## src/rtl/sbm_pkg.sv

```systemverilog
// ----------------------------------------------------------------------------
// sbm_pkg
// Shared constants, register indexes and types of the SAD stereo matcher.
// ----------------------------------------------------------------------------
package sbm_pkg;

  localparam int unsigned MAX_WIDTH    = 256;
  localparam int unsigned MAX_HEIGHT   = 256;
  localparam int unsigned MAX_CHANNELS = 3;
  localparam int unsigned MAX_RADIUS   = 7;

  localparam int unsigned COL_W   = 8;
  localparam int unsigned ROW_W   = 8;
  localparam int unsigned CH_W    = 2;
  localparam int unsigned ADDR_W  = CH_W + ROW_W + COL_W;
  localparam int unsigned STORE_DEPTH = MAX_WIDTH * MAX_HEIGHT * MAX_CHANNELS;

  localparam int unsigned AGG_W   = 18;
  localparam int unsigned CAP_W   = 10;
  localparam int unsigned DIV_NW  = 36;
  localparam int unsigned DIV_DW  = 22;
  localparam int unsigned DIV_CW  = 6;

  localparam int unsigned CFG_IDX_W  = 3;
  localparam int unsigned CFG_DATA_W = 9;

  typedef enum logic [CFG_IDX_W-1:0] {
    REG_MIN_DISP  = 3'd0,
    REG_MAX_DISP  = 3'd1,
    REG_DIRECTION = 3'd2,
    REG_RADIUS    = 3'd3,
    REG_THRESHOLD = 3'd4,
    REG_WIDTH     = 3'd5,
    REG_HEIGHT    = 3'd6,
    REG_CHANNELS  = 3'd7
  } cfg_reg_e;

  typedef enum logic {
    CMD_LOAD  = 1'b0,
    CMD_QUERY = 1'b1
  } cmd_e;

  typedef enum logic [3:0] {
    ST_IDLE,
    ST_SETUP_WIN,
    ST_SETUP_CNT,
    ST_SETUP_CAP,
    ST_SCAN,
    ST_DRAIN,
    ST_CALC,
    ST_PREP,
    ST_SUB_WAIT,
    ST_CONF_START,
    ST_CONF_WAIT,
    ST_EMIT
  } state_e;

  typedef struct packed {
    logic              start;
    logic [DIV_NW-1:0] num;
    logic [DIV_DW-1:0] den;
  } div_req_t;

endpackage

```

## src/rtl/sbm_div.sv

```systemverilog
// ----------------------------------------------------------------------------
// sbm_div
// Restoring divider, one quotient bit per cycle.
// ----------------------------------------------------------------------------
module sbm_div (
  input  logic                       clk_i,
  input  logic                       rst_ni,
  input  sbm_pkg::div_req_t          req_i,
  output logic                       done_o,
  output logic [sbm_pkg::DIV_NW-1:0] quot_o
);

  logic [sbm_pkg::DIV_NW-1:0] num_q, num_d;
  logic [sbm_pkg::DIV_DW:0]   rem_q, rem_d;
  logic [sbm_pkg::DIV_DW-1:0] den_q, den_d;
  logic [sbm_pkg::DIV_CW-1:0] cnt_q, cnt_d;
  logic                       busy_q, busy_d;
  logic                       done_q, done_d;
  logic [sbm_pkg::DIV_DW:0]   trial;

  always_comb begin
    num_d  = num_q;
    rem_d  = rem_q;
    den_d  = den_q;
    cnt_d  = cnt_q;
    busy_d = busy_q;
    done_d = 1'b0;
    trial  = {rem_q[sbm_pkg::DIV_DW-1:0], num_q[sbm_pkg::DIV_NW-1]};
    if (req_i.start) begin
      num_d  = req_i.num;
      den_d  = req_i.den;
      rem_d  = '0;
      cnt_d  = '0;
      busy_d = 1'b1;
    end else if (busy_q) begin
      if (trial >= {1'b0, den_q}) begin
        rem_d = trial - {1'b0, den_q};
        num_d = {num_q[sbm_pkg::DIV_NW-2:0], 1'b1};
      end else begin
        rem_d = trial;
        num_d = {num_q[sbm_pkg::DIV_NW-2:0], 1'b0};
      end
      cnt_d = cnt_q + 1'b1;
      if (cnt_q == sbm_pkg::DIV_CW'(sbm_pkg::DIV_NW - 1)) begin
        busy_d = 1'b0;
        done_d = 1'b1;
      end
    end
  end

  always_ff @(posedge clk_i or negedge rst_ni) begin
    if (!rst_ni) begin
      busy_q <= 1'b0;
      done_q <= 1'b0;
      cnt_q  <= '0;
    end else begin
      busy_q <= busy_d;
      done_q <= done_d;
      cnt_q  <= cnt_d;
    end
  end

  always_ff @(posedge clk_i) begin
    num_q <= num_d;
    rem_q <= rem_d;
    den_q <= den_d;
  end

  assign done_o = done_q;
  assign quot_o = num_q;

endmodule
```

## config.mk

```make
export PLATFORM = sky130hd
export DESIGN_NAME = sbm_div
export DESIGN_NICKNAME = d
export VERILOG_FILES = /design/src/rtl/sbm_pkg.sv /design/src/rtl/sbm_div.sv
export SDC_FILE = /design/constraint.sdc
export NUM_CORES = 1
export LEC_CHECK = 0
export BUFFER_PORTS_ARGS = -buffer_cell sky130_fd_sc_hd__buf_4
export CAP_MARGIN = 5
export CORE_MARGIN = 4
export CORE_UTILIZATION = 40
export DETAILED_ROUTE_END_ITERATION = 8
export PLACE_DENSITY = 0.59
export SLEW_MARGIN = 15
export SYNTH_ARGS = -nofsm -noshare
export SYNTH_HDL_FRONTEND = slang
export SYNTH_SLANG_ARGS = --single-unit
export TNS_END_PERCENT = 50
```

## constraint.sdc

```tcl
create_clock -name clk_i -period 3.03 [get_ports clk_i]
set_input_delay 0.1515 -clock clk_i [delete_from_list [all_inputs] [get_ports clk_i]]
set_output_delay 0.1515 -clock clk_i [all_outputs]
set_load 0.005 [all_outputs]
```

# Yosys cells after proc, flatten, opt, wreduce, memory -nomap -nowiden
# Index checks and enable logic that the tools add are counted.
dict set report classes {
  addsub 2
  magnitude_cmp 1
  eq_ne 1
  reduce_logical 1
  n_mux 12
}
# operator count
set ops {}
lappend ops {{36-bit two-way mux} 2}
lappend ops {{23-bit by 22-bit greater-or-equal comparator with 1-bit output} 1}
lappend ops {{22-bit two-way mux} 1}
lappend ops {{22-bit subtractor} 1}
lappend ops {{6-bit two-way mux} 2}
lappend ops {{1-bit two-way mux} 7}
lappend ops {{6-bit by 1-bit adder with 6-bit output (second input constant)} 1}
lappend ops {{6-bit equality test (second input constant)} 1}
lappend ops {{2-bit nonzero test} 1}
dict set report totals {
  elab_cells 23
  regBits 88
  input_bits 61
  output_inout_bits 37
}

# Longest topological paths before layout
# Gate-level depths: netlist (run 1).
dict set report depth {
  ltp_word 4
  depth_mapped 12
  depth_no_buf 12
}

# Worst setup path before layout (run 1)
# Ideal clock, no wire load.
dict set report synth_timing {
  kind {register to register}
  from {register num_q (netlist bit quot_o[35])}
  to {register rem_q[20] (netlist name)}
  stages_incl_launch_ff 13
  t_required_ns 2.956
  slack_ns 0.419
  synth_period_minus_slack_ns 2.611
  setup_time_ns 0.074
  path_buffers 0
  arrival_time_ns 2.537
  cell_sequence {edfxtp_1 -> inv_1 -> ha_1 -> inv_1 -> fa_1 -> a21oi_1 -> o211ai_1 -> o41ai_4 -> o221ai_1 -> a311oi_1 -> xnor2_1 -> mux2i_1 -> o21ai_0}
}
dict set report synth_between {
  elab_chain_cells 2
  elab_cells_between_ends 3
  cone_classes {add/sub: 1; order compare: 1; mux: 1}
}
# item line
set synth_lines {}
lappend synth_lines {{from (decl)} sbm_div.sv:13} ;# logic [sbm_pkg::DIV_NW-1:0] num_q, num_d;
lappend synth_lines {{from (signal assigned)} sbm_div.sv:64} ;# num_q <= num_d;
lappend synth_lines {{22-bit subtractor or 23-bit by 22-bit greater-or-equal comparator with 1-bit output (tied branches)} {sbm_div.sv:37, sbm_div.sv:36}}
lappend synth_lines {{22-bit two-way mux (*)} sbm_div.sv:36} ;# if (trial >= {1'b0, den_q}) begin
lappend synth_lines {{to (signal assigned)} sbm_div.sv:65} ;# rem_q <= rem_d;
lappend synth_lines {{to (decl)} sbm_div.sv:14} ;# logic [sbm_pkg::DIV_DW:0] rem_q, rem_d;
# Mark *: on every way between the ends. The rest lies on a longest branch, timed or not.
# A chain may end at the register's enable or synchronous reset.

# Worst setup path after layout (run 1)
dict set report layout_timing {
  from {register num_q (netlist bit quot_o[35])}
  to {register rem_q[18] (netlist name)}
}
# Same word-level chain as after synthesis.

==> results.ini, run 1 <==
[outcome]
outcome=finished clean

[sta]
worst_pin_slew_ns=0.489
setup_tns_ns=0
slew_headroom_pct=67.0
hold_violations=0
period_needed_ns=2.77
slew_violations=0
fin_worst_skew_ns=0.00945
grt_setup_unrepaired=false
whs_ns=0.104
setup_viol=0
timing.final.crit_share_pct=91.5
timing.fmax_mhz=361

[worst_setup_path]
cp-start-kind=flop
worst_path_most_repeated_cell=inv_1
arrival_ns=3.03
max_stage_delay_ns=0.41
ff2ff_path_depth=12
cp_top_family=compound AO/OA/AOI/OAI gates
end_kind=flop
rrSetupSlack_ns=0.26
required_ns=3.29
cp_slowest_cell=fa_1
r2r_start=quot_o[35]
path_class=reg -> reg
r2r-end=rem_q[18]
path_buf_inv=2
cp_max_fo=3
crit_chain=inv_1, ha_1, inv_1, fa_1, a21oi_2, o211ai_1, o41ai_4, o221ai_2, a31oi_1, xnor2_1, mux2i_1, o21ai_0

[placed_design]
dp_hpwl_um=7740
portBuffers=97
place_congestion=0.853
placed_cell_area_mm2=0.00555
place_inst=637

[power_and_ir_drop]
combPwrFrac_pct=14.2
ir_drop_uv=399
leakagePower_nw=2.73
clkPwrFrac_pct=37.4
internal-power_mw=2.22
powerDensity_mw_per_mm2=478
p_seq_share_pct=48.4
switchingPower_uw=699
p_sw_share_pct=23.9
power_mw=2.92

[yosys]
syn_nets=489
netlist_top_cells_count=edfxtp_1, mux2_2, inv_1, nor2_1, ha_1
synth.top_cell.area_share_pct=37.3
synth_area_leaders=edfxtp_1, dfxtp_1, mux2_2
synth_cell_types=52
synth_most_common_cell=edfxtp_1
synth-seq-cells=88
synth-edff-count=58
netlist_area_mm2=0.00466
syn_inst=404
yosysWarnings=0
async_flop_share_pct=9.09
yosysSeqAreaShare_pct=51.1
synth_ff_type=edfxtp_1
avgSynthCellArea_um2=11.5
synth_area_leader_cell=edfxtp_1

[clock_network]
clk_latency_ns=0.35
clk_pin_slew_ns=0.07
clockBufferDepth=2
cts_max_level=3
root_buffer=clkbuf_16
cts_made_buffers=9
clock_sinks=88
tritoncts=built

[finish]
fin_area_mm2=0.00610
drive_gt1_share_pct=31.4
fin_cells=678
num_antenna_cells=0
area_growth_pct=30.9
final_nets=615

[grt]
antenna_found_initial=0
grt_max_degree=34
grt_pass1_wl_um=17800
grt_pass1_vias=3658
grt_overflow=0
gr-usage-all-layers_pct=16.9

[floorplan]
pin_count=98
dieArea_mm2=0.0134
row_count=39
core-area_mm2=0.0114
start_util_pct=40.8
fp.dieH_um=116
fp.dieW_um=116

[routing]
wl_um=10800
drc=0
wire_per_inst_um=16.0
viasPerCell=5.23
antenna_left=0
firstDrtPassIters=4
drt-initial-drc-count=132
vias=3543

[flow_run]
cap_violations=0

[min_path]
hold_class=in -> reg
holdPathStages=2
holdPathEnd=quot_o[13]
worstHoldStart=req_i[35]

==> logic make-up after synthesis <==
logic type      count (synthesis)  share of synthesized area [%]
buf+inv                        45                           4.21
simple gates                   85                           9.04
fa+ha+maj                      24                           6.60
compound gates                 88                           12.8
xor+xnor                       22                           4.13
mux                            52                           12.1
flops                          88                           51.1
==> worst reg2reg max path: stages (launching register included) <==
cell      delay, ns
edfxtp_1       0.38
inv_1          0.09
ha_1           0.16
inv_1          0.06
fa_1           0.41
a21oi_2        0.19
o211ai_1       0.18
o41ai_4        0.40
o221ai_2       0.19
a31oi_1        0.24
xnor2_1        0.14
mux2i_1        0.09
o21ai_0        0.18
==> state kept, by name, indices dropped and copies added (netlist names) <==
signal and cells:
quot_o 36, den_q 22, done_o 1, rem_q 22, cnt_q 6, busy_q 1
==> layout by cell type, fill, tap and decap left out, drive strengths merged, types with 2 or more instances in the layout <==
cell / Yosys / final
a32oi: 5 / 5
nand3: 6 / 6
a21oi: 23 / 23
o211ai: 3 / 3
dlygate4sd3: 0 / 23
o2111ai: 2 / 2
nor3: 6 / 6
o21bai: 2 / 2
a21o: 4 / 4
clkinv: 0 / 4
dfrtp: 8 / 8
mux2: 35 / 35
nand2b: 4 / 4
ha: 23 / 23
or3: 2 / 2
and3: 2 / 2
o41ai: 3 / 3
nor2b: 2 / 2
nand2: 22 / 22
a31oi: 3 / 3
o21a: 5 / 5
mux2i: 17 / 17
a211oi: 10 / 10
edfxtp: 58 / 58
a311oi: 2 / 2
nor2: 26 / 26
o21ai: 22 / 22
xnor2: 12 / 12
clkbuf: 7 / 11
dfxtp: 22 / 22
xor2: 10 / 10
inv: 29 / 30
buf: 9 / 108
nand4: 8 / 8
==> routing by layer <==
layer	GRT usage [%]	part of all wire, %	routed length [um]	up-vias
met2	26.7	47	5110	86
met1	21.6	44	4780	1699
met3	6.74	7.4	806	11
met5	0	0	0	-
met4	4.72	1.2	132	0
li1	-	-	-	1747
==> how the worst max path moves through the flow <==
stage / startpoint / to / cells after the start
after global placement: quot_o[35] / rem_q[20] / 12
after global routing: quot_o[35] / rem_q[20] / 12
after floorplan: quot_o[35] / rem_q[20] / 12
after detailed placement: quot_o[35] / rem_q[20] / 12
final: quot_o[35] / rem_q[18] / 12
after CTS: quot_o[35] / rem_q[20] / 12
==> power groups by stage <==
stage,logic [mW],registers [mW],clock network [mW]
4_1_cts,0.419,1.41,1.13
2_1_floorplan,0.196,1.43,0
3_5_place_dp,0.393,1.44,0
6_report,0.416,1.41,1.09
5_1_grt,0.457,1.42,1.18
3_3_place_gp,0.388,1.43,0
==> per-stage QoR <==
stage          utilization (%)  setup slack [ns]
2_1_floorplan                -             0.419
3_3_place_gp              48.6             0.253
3_5_place_dp              48.6             0.124
4_1_cts                   53.2            0.0940
5_1_grt                   53.5            0.0176
6_report                  53.5             0.259
==> cell type report <==
cell class	instances	area, um^2
multi-input combinational	271	2100
tap	143	179
timing repair buffer	131	1040
clock inverter	5	38.8
inverter	29	109
fill	1028	5310
sequential	88	2380
clock buffer	11	254
==> timing repair <==
item	in CTS	in global routing
endpoints found under the hold margin	30	0
setup endpoints to repair	0	2
hold buffers	23	0
resized for setup	0	3
setup buffers	0	2
Power figures use the tool's default switching activity.
==> run 2: changes to the inputs <==
Settings changed: SETUP_SLACK_MARGIN set to 0.5.
==> run 2 against run 1 <==
Power is 0.26% lower. Setup slack better by 0.17 ns. First-iteration DRC count is 15% higher. Cell area is 4.8% higher. Clock skew is 0.0022 ns higher. Final cell count is 1.8% higher. Maximum frequency is 6.6% higher. Clock-buffer cell count is 1 lower. Sequential cell count stayed put. Register-to-register slack better by 0.17 ns. Clock power is 6% lower. Hold slack worse by 0.0044 ns. Critical endpoint is now rem_q[12]. Largest cell class unchanged.
==> results.ini, run 2 (same netlist as run 1, synthesis figures left out) <==
[grt]
antenna_found_initial=0
grt_max_degree=58
gr-usage-all-layers_pct=17.2
grt_overflow=0
grt_pass1_vias=3748
grt_pass1_wl_um=18100

[clock_network]
clk_latency_ns=0.35
tritoncts=built
clock_sinks=88
cts_made_buffers=9
cts_max_level=3
root_buffer=clkbuf_16
clockBufferDepth=2
clk_pin_slew_ns=0.07

[worst_setup_path]
arrival_ns=2.82
path_class=reg -> reg
rrSetupSlack_ns=0.43
max_stage_delay_ns=0.40
r2r-end=rem_q[12]
crit_chain=inv_2, ha_4, inv_2, fa_2, a21oi_2, o211ai_1, o41ai_4, o21a_1, buf_4, nor2_1, nor2_1, xor2_1, o21ai_0
ff2ff_path_depth=13
cp-start-kind=flop
end_kind=flop
cp_max_fo=3
r2r_start=quot_o[35]
cp_slowest_cell=edfxtp_1
required_ns=3.25

[finish]
area_growth_pct=37.2
largest_reg_flops=36
seqCellArea_mm2=0.00238
final_common_cell=buf_4
drive_gt1_share_pct=37.5
num_antenna_cells=0
final_nets=627
mostFrequentLayoutCells=buf_4, edfxtp_1, mux2_2, inv_1, nor2_1
post-route-util_pct=56.0
multi_input_area_mm2=0.00233
fin_area_mm2=0.00640
fillCellCount=1005

[sta]
setup_viol=0
worst_pin_slew_ns=0.756
period_needed_ns=2.60
grt_setup_unrepaired=true
timing.final.crit_share_pct=85.8
setup_tns_ns=0
hold_violations=0
fin_worst_skew_ns=0.0117
timing.fmax_mhz=385
slew_headroom_pct=49.5
slew_violations=0

[min_path]
hold_class=in -> reg
worstHoldStart=req_i[41]
holdPathEnd=quot_o[19]
holdPathStages=2

[floorplan]
dieArea_mm2=0.0134
pin_count=98
start_util_pct=40.8
fp.dieH_um=116
fp.dieW_um=116
row_count=39
core-area_mm2=0.0114

[routing]
antenna_left=0
viasPerCell=5.26
vias=3629
drc=0
wire_per_inst_um=16.4
firstDrtPassIters=4
wl_um=11300
drt-initial-drc-count=152

[placed_design]
place_congestion=0.864
dp_hpwl_um=7420
placed_cell_area_mm2=0.00553
portBuffers=97

[flow_run]
cap_violations=0

[power_and_ir_drop]
leakagePower_nw=2.77
powerDensity_mw_per_mm2=455
ir_drop_uv=492

[outcome]
outcome=finished clean

-- run 2: worst max path at each step --
stage	start	endpoint	slack [ns]	cells after the start
finish	quot_o[35]	rem_q[12]	0.43	13
global route	quot_o[35]	rem_q[18]	0.30	12
CTS	quot_o[35]	rem_q[20]	0.35	12
detailed placement	quot_o[35]	rem_q[20]	0.24	12
global placement	quot_o[35]	rem_q[20]	0.32	12
floorplan	quot_o[35]	rem_q[20]	0.51	12
-- run 2: area by class of cell --
cell class / count / share of cell area [%]
timing repair buffer: 140 / 17.6
inverter: 29 / 1.70
clock buffer: 10 / 3.58
multi-input combinational: 274 / 36.4
sequential: 88 / 37.3
tap: 143 / 2.80
clock inverter: 6 / 0.684
-- run 2: what timing repair did --
item,CTS,global route
cloned,2,1
pin swaps,19,19
hold buffers,23,0
hold endpoints to repair,30,0
setup endpoints to repair,22,23
setup buffers,12,3
gates resized for setup,24,17
-- run 2: power by group --
part / switching (mW) / internal (mW)
clock network: 0.478 / 0.557
logic: 0.200 / 0.265
registers: 0.0411 / 1.37
total: 0.719 / 2.19
-- run 2: through the flow --
stage / worst slack [ns] / hold WS, ns / instances / power [mW]
2_1_floorplan: 0.508 / -0.144 / 404 / 1.63
3_3_place_gp: 0.323 / -0.0239 / 633 / 1.82
3_5_place_dp: 0.236 / -0.0210 / 633 / 1.83
4_1_cts: 0.352 / 0.0861 / 686 / 2.93
5_1_grt: 0.298 / 0.0865 / 690 / 3.05
6_report: 0.430 / 0.0999 / 690 / 2.91
-- run 2: per-layer routing --
metal	vias to the layer above	GRT usage, %	share of wire, %
li1	1785	-	-
met4	0	5.80	2.1
met3	22	6.27	6.7
met2	105	26.7	48
met5	-	0	0
met1	1717	22.3	44
-- run 2: critical path, delay by kind of cell, from the launching register on --
| kind | cells | cell delay [ns] |
|---|---|---|
| AOI/OAI and AO/OA | 5 | 1.01 |
| adders and majority gates | 2 | 0.48 |
| DFF | 1 | 0.40 |
| buffers and inverters | 3 | 0.26 |
| xor gates and xnor gates | 1 | 0.17 |
| and+or+nand+nor | 2 | 0.14 |
